<file path="src/rtl/fmeg_pkg.sv">
`timescale 1ns / 1ps

package fmeg_pkg;

    // Envelope phases, one-hot
    typedef enum logic [3:0] {
        PH_ATTACK  = 4'b0001,
        PH_DECAY   = 4'b0010,
        PH_SUSTAIN = 4'b0100,
        PH_RELEASE = 4'b1000
    } t_env_phase;

    // Configuration register indexes
    localparam logic [2:0] CFG_TOTAL_LEVEL   = 3'd0;
    localparam logic [2:0] CFG_KSL_MODE      = 3'd1;
    localparam logic [2:0] CFG_ATK_CODE      = 3'd2;
    localparam logic [2:0] CFG_DCY_CODE      = 3'd3;
    localparam logic [2:0] CFG_SUSTAIN_LEVEL = 3'd4;
    localparam logic [2:0] CFG_REL_CODE      = 3'd5;
    localparam logic [2:0] CFG_KEY_DELAY     = 3'd6;
    localparam logic [2:0] CFG_MODE_FLAGS    = 3'd7;

    localparam int CFG_ADDR_W = 3;
    localparam int CFG_DATA_W = 6;

    // Mode flag bit positions
    localparam int MF_TREM_ON   = 0;
    localparam int MF_TREM_DEEP = 1;
    localparam int MF_SUS_HOLD  = 2;
    localparam int MF_KSR       = 3;

    localparam logic [8:0] POS_OFF_MASK = 9'h1f8;
    localparam logic [8:0] POS_SILENT   = 9'h1ff;
    localparam logic [8:0] DELAY_START  = 9'h100;
    localparam logic [3:0] RATE_MAX     = 4'hf;

    typedef struct packed {
        logic [5:0] total_level;
        logic [1:0] ksl_mode;
        logic [3:0] atk_code;
        logic [3:0] dcy_code;
        logic [3:0] sustain_level;
        logic [3:0] rel_code;
        logic [2:0] key_delay;
        logic [3:0] mode_flags;
    } t_cfg;

    // Effective rate and step size between rate unit and the core
    typedef struct packed {
        logic [3:0] rate_hi;
        logic [1:0] step;
    } t_rate_info;

    function automatic logic [1:0] phase_code(input t_env_phase ph);
        logic [1:0] code;
        unique case (ph)
            PH_ATTACK:  code = 2'd0;
            PH_DECAY:   code = 2'd1;
            PH_SUSTAIN: code = 2'd2;
            PH_RELEASE: code = 2'd3;
            default:    code = 2'd3;
        endcase
        return code;
    endfunction

endpackage

</file>
<file path="src/rtl/fmeg_cfg_regs.sv">
`timescale 1ns / 1ps

module fmeg_cfg_regs (
    input  logic                            i_clk,
    input  logic                            i_rst_n,
    input  logic                            i_cfg_wr_en,
    input  logic [fmeg_pkg::CFG_ADDR_W-1:0] i_cfg_addr,
    input  logic [fmeg_pkg::CFG_DATA_W-1:0] i_cfg_wdata,
    output fmeg_pkg::t_cfg                  o_cfg
);
    import fmeg_pkg::*;

    t_cfg r_cfg;

    always_ff @(posedge i_clk) begin
        if (!i_rst_n) begin
            r_cfg <= '0;
        end else if (i_cfg_wr_en) begin
            unique case (i_cfg_addr)
                CFG_TOTAL_LEVEL:   r_cfg.total_level   <= i_cfg_wdata;
                CFG_KSL_MODE:      r_cfg.ksl_mode      <= i_cfg_wdata[1:0];
                CFG_ATK_CODE:      r_cfg.atk_code      <= i_cfg_wdata[3:0];
                CFG_DCY_CODE:      r_cfg.dcy_code      <= i_cfg_wdata[3:0];
                CFG_SUSTAIN_LEVEL: r_cfg.sustain_level <= i_cfg_wdata[3:0];
                CFG_REL_CODE:      r_cfg.rel_code      <= i_cfg_wdata[3:0];
                CFG_KEY_DELAY:     r_cfg.key_delay     <= i_cfg_wdata[2:0];
                CFG_MODE_FLAGS:    r_cfg.mode_flags    <= i_cfg_wdata[3:0];
                default:           r_cfg               <= r_cfg;
            endcase
        end
    end

    assign o_cfg = r_cfg;

endmodule

</file>
<file path="src/rtl/fmeg_atten.sv">
`timescale 1ns / 1ps

module fmeg_atten (
    input  logic [8:0]     i_old_pos,
    input  fmeg_pkg::t_cfg i_cfg,
    input  logic [7:0]     i_level_offset,
    input  logic [6:0]     i_tremolo_value,
    output logic [9:0]     o_attenuation
);
    import fmeg_pkg::*;

    logic [7:0]  ksl_term;
    logic [4:0]  trem_term;
    logic [10:0] sum;

    always_comb begin
        unique case (i_cfg.ksl_mode)
            2'd0:    ksl_term = 8'd0;
            2'd1:    ksl_term = {1'b0, i_level_offset[7:1]};
            2'd2:    ksl_term = {2'b00, i_level_offset[7:2]};
            2'd3:    ksl_term = i_level_offset;
            default: ksl_term = 8'd0;
        endcase

        if (!i_cfg.mode_flags[MF_TREM_ON]) begin
            trem_term = 5'd0;
        end else if (i_cfg.mode_flags[MF_TREM_DEEP]) begin
            trem_term = i_tremolo_value[6:2];
        end else begin
            trem_term = {2'b00, i_tremolo_value[6:4]};
        end

        sum = {2'b00, i_old_pos} + {3'b000, i_cfg.total_level, 2'b00}
            + {3'b000, ksl_term} + {6'b000000, trem_term};

        // saturate: anything past the top is silent anyway
        o_attenuation = sum[10] ? 10'h3ff : sum[9:0];
    end

endmodule

</file>
<file path="src/rtl/fmeg_rate.sv">
`timescale 1ns / 1ps

module fmeg_rate (
    input  logic [3:0]           i_sel_rate,
    input  logic [3:0]           i_key_scale,
    input  logic                 i_ksr,
    input  logic [1:0]           i_tick_lo,
    input  logic                 i_half_tick,
    input  logic [3:0]           i_dither_clocks,
    output fmeg_pkg::t_rate_info o_rate
);
    import fmeg_pkg::*;

    localparam logic [4:0] ES_FULL = 5'd12;
    localparam logic [4:0] ES_HI   = 5'd13;
    localparam logic [4:0] ES_LO   = 5'd14;
    localparam logic [3:0] RATE_FAST = 4'd12;

    logic [3:0] ks;
    logic [6:0] rate;
    logic [3:0] rate_hi;
    logic [1:0] rate_lo;
    logic [4:0] es;
    logic [3:0] fine_mask;
    logic [2:0] fast_sum;
    logic [1:0] step;

    always_comb begin
        ks      = i_ksr ? i_key_scale : {2'b00, i_key_scale[3:2]};
        rate    = {3'b000, ks} + {1'b0, i_sel_rate, 2'b00};
        rate_lo = rate[1:0];
        rate_hi = rate[6] ? RATE_MAX : rate[5:2];

        // fine increment pattern per low rate bits, indexed by timer
        unique case (rate_lo)
            2'd0:    fine_mask = 4'b0000;
            2'd1:    fine_mask = 4'b0001;
            2'd2:    fine_mask = 4'b0101;
            2'd3:    fine_mask = 4'b0111;
            default: fine_mask = 4'b0000;
        endcase

        es       = {1'b0, rate_hi} + {1'b0, i_dither_clocks};
        fast_sum = {1'b0, rate_hi[1:0]} + {2'b00, fine_mask[i_tick_lo]};

        step = 2'd0;
        if (i_sel_rate != 4'd0) begin
            if (rate_hi < RATE_FAST) begin
                if (i_half_tick) begin
                    if (es == ES_FULL) begin
                        step = 2'd1;
                    end else if (es == ES_HI) begin
                        step = {1'b0, rate_lo[1]};
                    end else if (es == ES_LO) begin
                        step = {1'b0, rate_lo[0]};
                    end
                end
            end else if (fast_sum[2]) begin
                step = 2'd3;
            end else if (fast_sum[1:0] == 2'd0) begin
                step = {1'b0, i_half_tick};
            end else begin
                step = fast_sum[1:0];
            end
        end

        o_rate.rate_hi = rate_hi;
        o_rate.step    = step;
    end

endmodule

</file>
<file path="src/rtl/fm_operator_envelope_generator_unit.sv">
`timescale 1ns / 1ps

// Envelope generator for one FM operator. Each input request carries one
// sample tick (key state, key scale, level offset, tremolo and timer bits);
// each one yields exactly one result: the total attenuation from the position
// held before the tick, the attack-restart pulse, and the new phase and
// position. The whole update is one pass of shifts, adds and compares from the
// held envelope state into the output register, so a request is taken every
// clock cycle unless stalled, and its result shows on the master side in the next
// cycle. The slave side stalls only while the output register holds a result that
// the master side has not taken. Configuration registers are written through the
// plain write port and must only change while no request is in flight.
module fm_operator_envelope_generator_unit (
    input  logic                            i_clk,
    input  logic                            i_rst_n,
    input  logic                            i_cfg_wr_en,
    input  logic [fmeg_pkg::CFG_ADDR_W-1:0] i_cfg_addr,
    input  logic [fmeg_pkg::CFG_DATA_W-1:0] i_cfg_wdata,
    input  logic                            s_axis_tvalid,
    output logic                            s_axis_tready,
    // key_on[0], key_scale[4:1], level_offset[12:5], tremolo_value[19:13],
    // global_tick[29:20], half_tick[30], dither_clocks[34:31], zero[39:35]
    input  logic [39:0]                     s_axis_tdata,
    output logic                            m_axis_tvalid,
    input  logic                            m_axis_tready,
    // attenuation[9:0], phase_restart[10], env_phase[12:11],
    // env_position[21:13], zero[23:22]
    output logic [23:0]                     m_axis_tdata
);
    import fmeg_pkg::*;

    t_cfg       cfg;
    t_rate_info rate_info;

    logic       key_on;
    logic [3:0] key_scale;
    logic [7:0] level_offset;
    logic [6:0] tremolo_value;
    logic [9:0] global_tick;
    logic       half_tick;
    logic [3:0] dither_clocks;

    t_env_phase r_phase, n_phase;
    logic [8:0] r_position, n_position;
    logic       r_delay_running, n_delay_running;
    logic [8:0] r_delay_count, n_delay_count;
    logic       r_out_valid;
    logic [23:0] r_out_data;

    logic       accept;
    logic [9:0] attenuation;
    logic [3:0] sel_rate;
    logic       restart;
    logic [8:0] dc_eff;
    logic       tick_hit;
    logic       off;
    logic [8:0] rout;
    logic [8:0] inc;
    logic [8:0] exp_shifted;
    logic       step_ok;

    assign key_on        = s_axis_tdata[0];
    assign key_scale     = s_axis_tdata[4:1];
    assign level_offset  = s_axis_tdata[12:5];
    assign tremolo_value = s_axis_tdata[19:13];
    assign global_tick   = s_axis_tdata[29:20];
    assign half_tick     = s_axis_tdata[30];
    assign dither_clocks = s_axis_tdata[34:31];

    assign s_axis_tready = !r_out_valid || m_axis_tready;
    assign accept        = s_axis_tvalid && s_axis_tready;

    fmeg_cfg_regs u_cfg (
        .i_clk       (i_clk),
        .i_rst_n     (i_rst_n),
        .i_cfg_wr_en (i_cfg_wr_en),
        .i_cfg_addr  (i_cfg_addr),
        .i_cfg_wdata (i_cfg_wdata),
        .o_cfg       (cfg)
    );

    fmeg_atten u_atten (
        .i_old_pos       (r_position),
        .i_cfg           (cfg),
        .i_level_offset  (level_offset),
        .i_tremolo_value (tremolo_value),
        .o_attenuation   (attenuation)
    );

    fmeg_rate u_rate (
        .i_sel_rate      (sel_rate),
        .i_key_scale     (key_scale),
        .i_ksr           (cfg.mode_flags[MF_KSR]),
        .i_tick_lo       (global_tick[1:0]),
        .i_half_tick     (half_tick),
        .i_dither_clocks (dither_clocks),
        .o_rate          (rate_info)
    );

    // Rate selection and key-on delay
    always_comb begin
        n_delay_running = r_delay_running;
        n_delay_count   = r_delay_count;
        restart         = 1'b0;
        sel_rate        = 4'd0;
        tick_hit        = global_tick[cfg.key_delay];

        if (r_delay_running) begin
            dc_eff = r_delay_count;
        end else begin
            dc_eff = (cfg.key_delay != 3'd0) ? DELAY_START : 9'd0;
        end

        if (key_on && (r_phase == PH_RELEASE)) begin
            n_delay_count = dc_eff;
            if (dc_eff == 9'd0) begin
                n_delay_running = 1'b0;
                restart         = 1'b1;
                sel_rate        = cfg.atk_code;
            end else begin
                n_delay_running = 1'b1;
                if (tick_hit) begin
                    n_delay_count = dc_eff - 9'd1;
                end
                sel_rate = cfg.rel_code;
            end
        end else begin
            unique case (r_phase)
                PH_ATTACK:  sel_rate = cfg.atk_code;
                PH_DECAY:   sel_rate = cfg.dcy_code;
                PH_SUSTAIN: sel_rate = cfg.mode_flags[MF_SUS_HOLD] ? 4'd0 : cfg.rel_code;
                PH_RELEASE: sel_rate = cfg.rel_code;
                default:    sel_rate = cfg.rel_code;
            endcase
        end

        if (!key_on) begin
            n_delay_running = 1'b0;
        end
    end

    // Position and phase update
    always_comb begin
        off         = (r_position & POS_OFF_MASK) == POS_OFF_MASK;
        step_ok     = rate_info.step != 2'd0;
        exp_shifted = r_position >> (3'd4 - {1'b0, rate_info.step});
        inc         = 9'd0;
        n_phase     = r_phase;

        rout = r_position;
        if (restart && (rate_info.rate_hi == RATE_MAX)) begin
            rout = 9'd0;
        end
        // envelope off: park at silence
        if ((r_phase != PH_ATTACK) && !restart && off) begin
            rout = POS_SILENT;
        end

        unique case (r_phase)
            PH_ATTACK: begin
                if (r_position == 9'd0) begin
                    n_phase = PH_DECAY;
                end else if (key_on && step_ok && (rate_info.rate_hi != RATE_MAX)) begin
                    inc = ~exp_shifted;
                end
            end
            PH_DECAY: begin
                if (r_position[8:4] == {1'b0, cfg.sustain_level}) begin
                    n_phase = PH_SUSTAIN;
                end else if (!off && !restart && step_ok) begin
                    inc = 9'd1 << (rate_info.step - 2'd1);
                end
            end
            default: begin
                if (!off && !restart && step_ok) begin
                    inc = 9'd1 << (rate_info.step - 2'd1);
                end
            end
        endcase

        n_position = rout + inc;
        if (restart) begin
            n_phase = PH_ATTACK;
        end
        if (!key_on) begin
            n_phase = PH_RELEASE;
        end
    end

    always_ff @(posedge i_clk) begin
        if (!i_rst_n) begin
            r_phase         <= PH_RELEASE;
            r_position      <= POS_SILENT;
            r_delay_running <= 1'b0;
            r_delay_count   <= 9'd0;
            r_out_valid     <= 1'b0;
        end else begin
            if (accept) begin
                r_phase         <= n_phase;
                r_position      <= n_position;
                r_delay_running <= n_delay_running;
                r_delay_count   <= n_delay_count;
                r_out_valid     <= 1'b1;
            end else if (m_axis_tready) begin
                r_out_valid <= 1'b0;
            end
        end
    end

    always_ff @(posedge i_clk) begin
        if (accept) begin
            r_out_data <= {2'b00, n_position, phase_code(n_phase), restart, attenuation};
        end
    end

    assign m_axis_tvalid = r_out_valid;
    assign m_axis_tdata  = r_out_data;

endmodule
</file>
<file path="config.mk">
export PLATFORM = sky130hd
export DESIGN_NAME = fm_operator_envelope_generator_unit
export DESIGN_NICKNAME = d
export VERILOG_FILES = /design/src/rtl/fmeg_pkg.sv /design/src/rtl/fmeg_cfg_regs.sv /design/src/rtl/fmeg_atten.sv /design/src/rtl/fmeg_rate.sv /design/src/rtl/fm_operator_envelope_generator_unit.sv
export SDC_FILE = /design/constraint.sdc
export NUM_CORES = 1
export LEC_CHECK = 0
export ABC_AREA = 1
export BUFFER_PORTS_ARGS = -buffer_cell sky130_fd_sc_hd__buf_4
export CORE_UTILIZATION = 25
export DETAILED_ROUTE_END_ITERATION = 8
export GPL_ROUTABILITY_DRIVEN = 0
export SLEW_MARGIN = 15
export SYNTH_ARGS = -nofsm -noshare
export SYNTH_HDL_FRONTEND = slang
export SYNTH_SLANG_ARGS = --single-unit
</file>
<file path="constraint.sdc">
create_clock -name i_clk -period 8.88 [get_ports i_clk]
set_input_delay 0.888 -clock i_clk [delete_from_list [all_inputs] [get_ports i_clk]]
set_output_delay 0.888 -clock i_clk [all_outputs]
set_load 0.01 [all_outputs]
</file>
==> results of run 1 <==
==> logic make-up (layout without fill, tap and decap cells) <==
| logic type | Yosys count | in the layout |
|---|---|---|
| fa+ha+maj | 50 | 50 |
| other cells | 1 | 2 |
| mux | 2 | 2 |
| flops | 77 | 77 |
| buf+inv | 134 | 206 |
| xor+xnor | 20 | 20 |
| compound gates | 161 | 161 |
| simple gates | 318 | 318 |
==> through the flow <==
| step | instances | hold slack (ns) | setup WS, ns | power (mW) | util |
|---|---|---|---|---|---|
| after floorplan | 764 | 0.430 | 2.37 | 0.621 | - |
| after global placement | 1100 | 0.459 | 1.51 | 0.708 | 0.292 |
| after detailed placement | 1100 | 0.466 | 1.49 | 0.712 | 0.292 |
| after CTS | 1116 | 0.476 | 1.53 | 1.09 | 0.305 |
| after global routing | 1116 | 0.492 | 0.767 | 1.14 | 0.305 |
| final | 1116 | 0.472 | 1.56 | 1.07 | 0.305 |
==> layout by cell type, fill, tap and decap left out, drive strengths merged <==
cell and instances:
xor2 12, buf 69, clkinvlp 1, nand2 152, o221ai 3, a221o 1
mux2i 2, a211oi 1, nor4 1, xnor2 8, a22o 1, a211o 1
dfxtp 55, conb 2, and2 2, o211ai 7, nand4 15, a221oi 2
o21bai 2, o2111ai 1, a21o 2, nor3 6, ha 40, clkbuf 9
fa 10, clkinv 1, o22ai 1, a21oi 60, a2111oi 1, o21ai 75
or2 1, nand3 44, nand3b 1, nor2 96, a31oi 3, edfxtp 22
inv 126
==> per-layer routing <==
| layer | GRT usage | share of wire | vias to the layer above |
|---|---|---|---|
| met1 | 0.160 | 0.45 | 2314 |
| li1 | - | - | 2643 |
| met3 | 0.0308 | 0.045 | 24 |
| met5 | 0 | 0 | - |
| met4 | 0.0570 | 0.023 | 0 |
| met2 | 0.224 | 0.48 | 101 |
==> report_power, final <==
part | internal, mW | switching [mW] | total, mW
clock network | 0.196 | 0.173 | 0.369
registers | 0.396 | 0.0188 | 0.414
logic | 0.116 | 0.170 | 0.287
==> worst reg2reg max path, delay by kind of cell, from the launching register on <==
family / cells / cell delay (ns)
AO/OA/AOI/OAI: 6 / 1.08
XOR/XNOR: 1 / 0.13
buffers and inverters: 6 / 0.37
flip-flops: 1 / 0.46
adder cells (fa/ha/maj): 8 / 2.02
AND/OR/NAND/NOR: 22 / 3.01
==> final cells by class <==
cell class / instances / area, µm²
fillers: 2438 / 15200
multi-input cells: 553 / 3300
flip-flops and latches: 77 / 1760
repair buffers: 69 / 518
inverters: 121 / 454
well taps: 280 / 350
clock buffers: 9 / 225
clock inverters: 7 / 62.6
==> how the worst max path moves through the flow <==
stage | endpoint | depth (start not counted)
finish | m_axis_tdata[21] | 43
global route | m_axis_tdata[21] | 43
CTS | m_axis_tdata[21] | 43
detailed placement | m_axis_tdata[21] | 44
global placement | m_axis_tdata[21] | 44
floorplan | m_axis_tdata[21] | 45
==> state kept, by name, indices dropped and copies added (netlist names) <==
signal           cells
m_axis_tvalid        1
r_position           9
u_cfg.o_cfg         31
r_delay_running      1
m_axis_tdata        22
r_phase              4
r_delay_count        9
==> impl_results.rst, run 1 <==
.. list-table::
   :header-rows: 1

   * - Metric
     - Value
   * - Initial cell density of the core
     - 0.255
   * - Clock-pin slew on the worst setup and hold paths
     - 0.07 ns
   * - Status
     - finished clean
   * - Number of synthesized flops with an enable pin
     - 22
   * - Synthesis-to-finish area growth
     - 19.5%
   * - Number of rows created at floorplan
     - 54
   * - Worst Clk Skew
     - approximately 0.012 ns
   * - Startpoint of the most critical hold path
     - r_delay_count[1]
   * - Synthesized instance count
     - 763
   * - Antenna violations before repair
     - 0
   * - HPWL after DPL
     - 10800 µm
   * - I/O Buffers
     - a little under 70
   * - Average cell area after synthesis
     - approximately 7.3 µm²
   * - Area share of and/or/nand/nor cells after synthesis
     - 0.270
   * - Via count of the first global-routing pass
     - 4882
   * - Top-area cell type share of the netlist area
     - 0.197
   * - Buffer levels on the longest clock path
     - 2
   * - Share of synthesized cell area in full adder, half adder and majority cells
     - 0.125
   * - Share of synthesized registers carrying an async set or reset
     - 0
   * - Data required time of the critical path
     - about 9 ns
   * - Worst reg2reg path endpoint
     - m_axis_tdata[21]
   * - Cell type with the largest total area after synthesis
     - dfxtp_1
   * - Compound-Gate Fraction of Synth Area
     - 0.160
   * - Cell count of the worst hold path
     - 2
   * - # clock sinks
     - 77
   * - Y dimension of the die
     - 151 µm
   * - Maximum cell stage delay along the critical path
     - about 0.55 ns
   * - Antenna Cells
     - 0
   * - Distinct cells, synth
     - 47
   * - Combinational family with the most area after synthesis
     - simple AND/OR/NAND/NOR gates
   * - Number of cells traversed by the worst register-to-register path
     - 43
   * - Top achievable clock speed
     - 137 MHz
   * - Largest net degree at the start of global routing
     - 49
   * - Number of iterations in the first detailed-routing pass
     - 5
   * - Worst R2R Setup Slack
     - 1.56 ns
   * - Fraction of synthesized cell area in xor and xnor cells
     - 0.0314
   * - Critical register-to-register path startpoint
     - r_delay_running
   * - Multiplexer fraction of the synthesized cell area
     - 0.00359
   * - Setup tns final
     - 0 ns
   * - End point of the worst hold path
     - r_delay_count[1]
   * - Area after DPL
     - 0.00638 mm²
   * - Post-cts repair resize count
     - 0
   * - Top-level port count
     - 80
   * - Number of vias per cell
     - around 4.6
   * - Total number of vias
     - 5082
   * - Setup repair after global routing missed its margin
     - no
   * - Setup Buffers After CTS
     - 0
   * - Root buffer cell
     - clkbuf_16
   * - Timing startpoint of the critical path
     - r_delay_running
   * - Crit path max fanout
     - 17
   * - Nets
     - 935
   * - Cell occurring most often along the worst timing path
     - nand2_1
   * - Die ar.
     - around 0.023 mm²
   * - Buffer and inverter count on the worst path
     - 6
   * - Final setup vio count
     - 0
   * - Aggregate routed wire length
     - 14100 µm
   * - Layout cells sized above 1
     - 0.161
   * - Remaining Overflow, GRT
     - 0
   * - Clock tree from TritonCTS
     - yes
   * - Clock buffers created by TritonCTS
     - 9
   * - Iteration-0 DRC count of the detailed router
     - 263
   * - Cell area power density
     - 160 mW/mm²
   * - Final period demand of the worst path
     - 7.32 ns
   * - First-pass GRT wire length
     - 23400 µm
   * - Total leakage power
     - about 3.1 nW
   * - Crit. End Element
     - flip-flop
   * - Worst Tran Pin Value
     - ~0.63 ns
   * - DRC violation count after routing
     - 0
   * - CTS Hold Bufs
     - 0
   * - YS warnings
     - 0
   * - Maximum ir drop on the vdd rail
     - 86.2 µV
   * - CTS H-Tree Depth
     - 3
   * - Final clock period utilization by the worst path
     - 0.824
   * - Leading cell types by total area after synthesis
     - dfxtp_1 20%, edfxtp_1 12%, nand2_1 9.3%
   * - Total count of max-transition violations in the final report
     - 0
   * - GRT Util Overall
     - 0.133
   * - Summed instance area of the synthesized netlist
     - 0.00558 mm²
   * - Count of state elements after synthesis
     - 77
   * - Routed wire length per instance
     - roughly 13 µm
   * - Most repeated cell in the gate-level netlist after synthesis
     - nand2_1
   * - Synth top cells by count
     - 138 x nand2_1, 113 x inv_1, 86 x nor2_1, 72 x o21ai_0, 59 x a21oi_1
   * - Dominant delay contributor by cell family on the critical path
     - simple AND/OR/NAND/NOR gates
   * - Kind of start point of the critical path
     - flip-flop
   * - Part of the Yosys area used for sequential elements
     - 0.315
   * - Core area
     - 0.0219 mm²
   * - Type of the worst setup path
     - reg -> reg
   * - Worst EP arrival
     - 7.42 ns
   * - Final ANT Viol Nets
     - 0
   * - Relative slew slack
     - 0.577
   * - Final Hold Viols
     - 0
   * - Number of max-cap violations
     - 0
   * - Class of the tightest hold or removal check
     - reg -> reg
   * - Chip Width
     - around 150 µm
   * - Cell with the largest stage delay on the worst path
     - nor3_1
   * - Main flop type after synthesis
     - dfxtp_1
   * - Design area
     - 0.00667 mm²
   * - Clock latency on the worst-skew pair
     - 0.36 ns
(Power assumes the default switching activity.)
==> inputs of run 2 (changes only) <==
==> constraint.sdc (replaced) <==
create_clock -name i_clk -period 6.05 [get_ports i_clk]
set_input_delay 0.605 -clock i_clk [delete_from_list [all_inputs] [get_ports i_clk]]
set_output_delay 0.605 -clock i_clk [all_outputs]
set_load 0.01 [all_outputs]
==> run 2 against run 1 <==
Effect of this change: setup slack got worse by 1.4 ns; critical endpoint unchanged; via count grew 3.9%; fmax rose by 24%; count of clock-buffer cells in the layout is 1 higher; combinational power grew 76%; critical path type unchanged.
==> impl_results.rst, run 2 (synthesis gave the netlist of run 1 again) <==
.. list-table::
   :header-rows: 1

   * - Metric
     - Value
   * - Iteration-0 DRC count of the detailed router
     - 355 (+35%)
   * - Dominant delay contributor by cell family on the critical path
     - adder cells
   * - Design area
     - 0.00736 mm² (+10%)
   * - Aggregate routed wire length
     - 15100 µm (+7.1%)
   * - Total number of vias
     - 5279 (+3.9%)
   * - Cell area power density
     - 230 mW/mm² (+44%)
   * - Core area
     - 0.0219 mm² (unchanged)
   * - Leading cell type in the layout, fill and taps excluded
     - nand2_1
   * - Number of rows created at floorplan
     - 54 (unchanged)
   * - Maximum cell stage delay along the critical path
     - 0.39 ns (-0.16 ns)
   * - Number of vias per cell
     - 4.49 (-1.3%)
   * - Top-level port count
     - 80 (unchanged)
   * - Final ANT Viol Nets
     - 0 (unchanged)
   * - Buffer levels on the longest clock path
     - 2 (unchanged)
   * - Worst EP arrival
     - 6.02 ns (-1.40 ns)
   * - Relative slew slack
     - 0.489 (-0.0881)
   * - Cell occurring most often along the worst timing path
     - nand2_1
   * - Number of max-cap violations
     - 0 (unchanged)
   * - Class of the tightest hold or removal check
     - reg -> reg
   * - Total count of max-transition violations in the final report
     - 0 (unchanged)
   * - Commonest cells after routing, fill and taps aside
     - 133 x nand2_1, 126 x buf_4, 107 x inv_1, 85 x nor2_1, 70 x o21ai_0
   * - HPWL after DPL
     - 11700 µm (+8.2%)
   * - First-pass GRT wire length
     - 24300 µm (+3.7%)
   * - Root buffer cell
     - clkbuf_16
   * - Layout fillers
     - 2344 (-3.9%)
   * - Final period demand of the worst path
     - 5.91 ns (-1.41 ns)
   * - Worst R2R Setup Slack
     - 0.14 ns (-1.42 ns)
   * - Final Hold Viols
     - 0 (unchanged)
   * - Worst Clk Skew
     - 0.0109 ns (-0.00105 ns)
   * - Final setup vio count
     - 0 (unchanged)
   * - Top achievable clock speed
     - 169 MHz (+24%)
   * - Layout cells sized above 1
     - 0.256 (+0.0944)
   * - Clock latency on the worst-skew pair
     - 0.36 ns (about the same)
   * - Clock-pin slew on the worst setup and hold paths
     - 0.06 ns (about the same)
   * - Die ar.
     - 0.0229 mm² (unchanged)
   * - Antenna violations before repair
     - 0 (unchanged)
   * - Worst hold-check slack
     - 0.477 ns (+0.00534 ns)
   * - Synthesis-to-finish area growth
     - 31.8%
   * - Y dimension of the die
     - 151 µm (unchanged)
   * - Routed wire length per instance
     - 12.8 µm (+1.7%)
   * - Remaining Overflow, GRT
     - 0 (unchanged)
   * - GRT Util Overall
     - 0.138 (+0.00580)
   * - Number of iterations in the first detailed-routing pass
     - 5 (unchanged)
   * - Clock tree from TritonCTS
     - yes
   * - Cell with the largest stage delay on the worst path
     - fa_2
   * - Status
     - finished clean
   * - Buffer and inverter count on the worst path
     - 8 (+2)
   * - Maximum ir drop on the vdd rail
     - 115 µV (+33%)
   * - # clock sinks
     - 77 (unchanged)
   * - Data required time of the critical path
     - 6.16 ns (-2.83 ns)
   * - Antenna Cells
     - 0 (unchanged)
   * - Kind of start point of the critical path
     - flip-flop
   * - Crit path max fanout
     - 7 (-10)
   * - Flip-flop count of the largest register, all copies and words added
     - 31 (unchanged)
   * - Clock buffers created by TritonCTS
     - 9 (unchanged)
   * - Via count of the first global-routing pass
     - 5077 (+4.0%)
   * - CTS Hold Bufs
     - 0 (unchanged)
   * - Area after DPL
     - 0.00684 mm² (+7.1%)
   * - Setup repair after global routing missed its margin
     - yes
   * - Chip Width
     - 151 µm (unchanged)
   * - Total leakage power
     - 3.47 nW (+11%)
   * - I/O Buffers
     - 68 (unchanged)
   * - CTS H-Tree Depth
     - 3 (unchanged)
   * - Type of the worst setup path
     - reg -> reg
   * - Worst Tran Pin Value
     - 0.760 ns (+0.130 ns)
   * - Initial cell density of the core
     - 0.255 (unchanged)
   * - DRC violation count after routing
     - 0 (unchanged)
   * - Nets
     - 994 (+6.3%)
   * - Largest net degree at the start of global routing
     - 49 (unchanged)
   * - Crit. End Element
     - flip-flop
   * - Final clock period utilization by the worst path
     - 0.977 (+0.153)
-- run 2: cell count changes in the layout (fill, tap and decap cells not counted), moves of 4 or more --
cell	previous run	this run
buf_4	69	126
ha_1	40	32
ha_4	0	6
inv_1	113	107
inv_2	8	13
nand2_1	138	133
nand2_4	2	6
-- run 2: final timing paths --
kind / start / endpoint / cells after the start
max reg2reg: r_delay_running / m_axis_tdata[21] / 46
max: r_delay_running / m_axis_tdata[21] / 46
min: u_cfg.o_cfg[20] / u_cfg.o_cfg[20] / 2
min reg2reg: u_cfg.o_cfg[20] / u_cfg.o_cfg[20] / 2
-- run 2: worst min-delay path, delay by kind of cell (launching register included) --
family                 cells  cell delay (ns)
AO/OA/AOI/OAI              1             0.05
flip-flops                 1             0.31
buffers and inverters      1             0.06
-- run 2: what timing repair did --
action,in CTS,in global routing
setup endpoints to repair,5,9
buffers inserted,5,8
resized for setup,7,25
pin swaps,13,28
gates cloned,0,0
-- run 2: metrics by stage --
| stage | setup WS, ns | total power, mW | TNS [ns] | cells | util |
|---|---|---|---|---|---|
| 4_1_cts | 0.0161 | 1.69 | 0 | 1168 | 0.329 |
| 3_3_place_gp | -0.151 | 1.09 | -0.242 | 1147 | 0.312 |
| 5_1_grt | -0.234 | 1.81 | -0.780 | 1175 | 0.336 |
| 6_report | 0.139 | 1.70 | 0 | 1175 | 0.336 |
| 3_5_place_dp | -0.161 | 1.10 | -0.327 | 1147 | 0.312 |
| 2_1_floorplan | 0.00504 | 0.921 | 0 | 764 | - |
-- run 2: final cells by class --
cell class	instances	area, µm²	area share
multi-input combinational	553	3490	0.474
sequential	77	1770	0.240
timing repair buffer	128	977	0.133
inverter	121	459	0.0624
tap	280	350	0.0476
clock buffer	10	250	0.0340
clock inverter	6	66.3	0.00901
-- run 2: routing by layer --
metal / up-vias / share of wire / GRT usage
met2: 97 / 0.51 / 0.252
met5: - / 0 / 0
met1: 2395 / 0.44 / 0.161
met4: 0 / 0.014 / 0.0395
li1: 2773 / - / -
met3: 14 / 0.043 / 0.0314
-- run 2: power breakdown --
part / switching [mW] / internal (mW)
combinational: 0.277 / 0.230
clock: 0.236 / 0.346
sequential: 0.0278 / 0.581
total: 0.540 / 1.16
==> inputs of run 3 (changes only) <==
==> constraint.sdc (replaced) <==
create_clock -name i_clk -period 5.45 [get_ports i_clk]
set_input_delay 0.545 -clock i_clk [delete_from_list [all_inputs] [get_ports i_clk]]
set_output_delay 0.545 -clock i_clk [all_outputs]
set_load 0.01 [all_outputs]
==> run 3 against run 2 <==
Effect of this change: the run now ends with setup timing left; critical path depth down 2; routed wire length decreased by 0.23%; critical endpoint unchanged; total power grew 8.3%.
==> impl_results.rst, run 3 (synthesis gave the netlist of run 1 again) <==
.. list-table::
   :header-rows: 1

   * - Metric
     - Value
   * - Number of max-cap violations
     - 0 (unchanged)
   * - Critical register-to-register path startpoint
     - r_delay_running
   * - Type of the worst setup path
     - reg -> reg
   * - Clock latency on the worst-skew pair
     - 0.35 ns (about the same)
   * - Global-route track usage on met1
     - 0.154 (-0.00674)
   * - Synthesis-to-finish area growth
     - 36.5%
   * - Final Hold Viols
     - 0 (unchanged)
   * - First-pass GRT wire length
     - 24000 µm (-1.4%)
   * - CTS Hold Bufs
     - 0 (unchanged)
   * - Buffer and inverter count on the worst path
     - 6 (-2)
   * - Routed wire length per instance
     - 12.5 µm (-2.6%)
   * - # clock sinks
     - 77 (unchanged)
   * - Final clock period utilization by the worst path
     - 1.05 (+0.0725)
   * - Design area
     - 0.00762 mm² (+3.6%)
   * - Number of iterations in the first detailed-routing pass
     - 4 (-1)
   * - Antenna violations before repair
     - 0 (unchanged)
   * - Layout cells sized above 1
     - 0.291 (+0.0353)
   * - Via count of the first global-routing pass
     - 5056 (-0.41%)
   * - Failing checks
     - setup timing
   * - Area after DPL
     - 0.00701 mm² (+2.6%)
   * - Clock-pin slew on the worst setup and hold paths
     - 0.06 ns (about the same)
   * - Commonest cells after routing, fill and taps aside
     - 152 x buf_4, 131 x nand2_1, 107 x inv_1, 84 x nor2_1, 67 x o21ai_0
   * - Crit path max fanout
     - 7 (unchanged)
   * - Status
     - finished, violations left
   * - CTS H-Tree Depth
     - 3 (unchanged)
   * - Top-level port count
     - 80 (unchanged)
   * - Crit. End Element
     - flip-flop
   * - Final cell count without fillers
     - 1204 (+2.5%)
   * - Remaining Overflow, GRT
     - 0 (unchanged)
   * - Final setup vio count
     - 8 (+8)
   * - Worst R2R Setup Slack
     - -0.27 ns (-0.41 ns)
   * - Worst EP arrival
     - 5.82 ns (-0.20 ns)
   * - Class of the tightest hold or removal check
     - in -> reg
   * - Top achievable clock speed
     - 175 MHz (+3.3%)
   * - Startpoint of the most critical hold path
     - i_cfg_wdata[5]
   * - Maximum cell stage delay along the critical path
     - 0.39 ns (about the same)
   * - Layer carrying the most global-route usage
     - met2
   * - Data required time of the critical path
     - 5.55 ns (-0.61 ns)
   * - Met2 capacity usage during global routing
     - 0.251 (-0.00114)
   * - Clock tree from TritonCTS
     - yes
   * - Met3 layer usage reported by global route
     - 0.0198 (-0.0117)
   * - I/O Buffers
     - 68 (unchanged)
   * - Buffer levels on the longest clock path
     - 2 (unchanged)
   * - Iteration-0 DRC count of the detailed router
     - 302 (-15%)
   * - End point of the worst hold path
     - u_cfg.o_cfg[30]
   * - DRC violation count after routing
     - 0 (unchanged)
   * - Worst reg2reg path endpoint
     - m_axis_tdata[21]
   * - Cell area power density
     - 241 mW/mm² (+4.5%)
   * - Chip Width
     - 151 µm (unchanged)
   * - Nets
     - 1023 (+2.9%)
   * - Number of vias per cell
     - 4.49 (about the same)
   * - Root buffer cell
     - clkbuf_16
   * - Flip-flop count of the largest register, all copies and words added
     - 31 (unchanged)
   * - Kind of start point of the critical path
     - flip-flop
   * - Number of rows created at floorplan
     - 54 (unchanged)
   * - Core area
     - 0.0219 mm² (unchanged)
   * - Aggregate routed wire length
     - 15000 µm (-0.23%)
   * - Leading cell type in the layout, fill and taps excluded
     - buf_4
   * - HPWL after DPL
     - 11700 µm (-0.19%)
   * - Clock buffers created by TritonCTS
     - 9 (unchanged)
   * - Number of cells traversed by the worst register-to-register path
     - 44 (-4.3%)
   * - Setup repair after global routing missed its margin
     - yes
   * - Y dimension of the die
     - 151 µm (unchanged)
   * - Setup tns final
     - -1.28 ns (-1.28 ns)
   * - Maximum ir drop on the vdd rail
     - 111 µV (-3.2%)
   * - Cell occurring most often along the worst timing path
     - nand2_1
   * - Worst Clk Skew
     - 0.00785 ns (-0.00306 ns)
   * - Timing startpoint of the critical path
     - r_delay_running
   * - Die ar.
     - 0.0229 mm² (unchanged)
   * - Initial cell density of the core
     - 0.255 (unchanged)
   * - Placed cell count
     - 1170 (+2.0%)
   * - Dominant delay contributor by cell family on the critical path
     - simple AND/OR/NAND/NOR gates
   * - Relative slew slack
     - 0.505 (+0.0163)
   * - Cell with the largest stage delay on the worst path
     - dfxtp_4
   * - Post-placement setup slack
     - -0.586 ns (-0.425 ns)
   * - Cell count of the worst hold path
     - 3 (+1)
   * - GRT Util Overall
     - 0.135 (-0.00376)
   * - Worst Tran Pin Value
     - 0.736 ns (-0.0242 ns)
   * - Total number of vias
     - 5406 (+2.4%)
   * - Antenna Cells
     - 0 (unchanged)
   * - Crit path setup slack, layout
     - -0.270 ns (-0.409 ns)
   * - Final ANT Viol Nets
     - 0 (unchanged)
   * - Final period demand of the worst path
     - 5.72 ns (-0.191 ns)
   * - Total count of max-transition violations in the final report
     - 0 (unchanged)
   * - Largest net degree at the start of global routing
     - 49 (unchanged)
   * - Total leakage power
     - 3.61 nW (+4.2%)
==> run 3: worst reg2reg max path, delay by kind of cell, from the launching register on <==
family	cells	cell delay (ns)
simple gates	23	1.95
flops	1	0.39
xor+xnor	1	0.15
compound gates	6	0.77
fa+ha+maj	8	1.90
buf+inv	6	0.33
==> run 3: routing by layer <==
layer  routed length (µm)  part of all wire  vias to the layer above
li1                     -                 -                     2830
met1                 6600              0.44                     2480
met2                 7770              0.52                       78
met3                  416             0.028                       18
met4                  259             0.017                        0
met5                    0                 0                        -
==> run 3: timing repair <==
action | 4_1_cts | 5_1_grt
endpoints found under the setup margin | 13 | 15
pin swaps | 18 | 14
resized for setup | 17 | 28
buffers inserted | 10 | 9
==> run 3: worst max path at each step <==
stage,endpoint,slack [ns],cells after the start
finish,m_axis_tdata[21],-0.27,44
global route,m_axis_tdata[21],-0.68,44
CTS,m_axis_tdata[21],-0.34,45
detailed placement,m_axis_tdata[21],-0.59,43
global placement,m_axis_tdata[21],-0.50,43
floorplan,m_axis_tdata[21],-0.51,48
==> run 3: stage by stage <==
stage	utilization	total power [mW]	hold slack (ns)
finish	0.348	1.84	0.438
global route	0.348	1.95	0.452
CTS	0.339	1.83	0.430
detailed placement	0.320	1.24	0.474
global placement	0.320	1.23	0.468
floorplan	-	1.03	0.430
==> run 3: layout make-up <==
cell class                      instances  area [µm²]
Fill cell                            2301       14300
Multi-Input combinational cell        553        3580
Sequential cell                        77        1770
Timing Repair Buffer                  157        1200
Inverter                              121         459
Tap cell                              280         350
Clock buffer                           10         229
Clock inverter                          6        38.8
==> run 3: report_power, final <==
part	internal [mW]	total, mW	switching [mW]
Combinational	0.281	0.603	0.322
Sequential	0.645	0.676	0.0316
Clock	0.308	0.558	0.250
Total	1.23	1.84	0.604
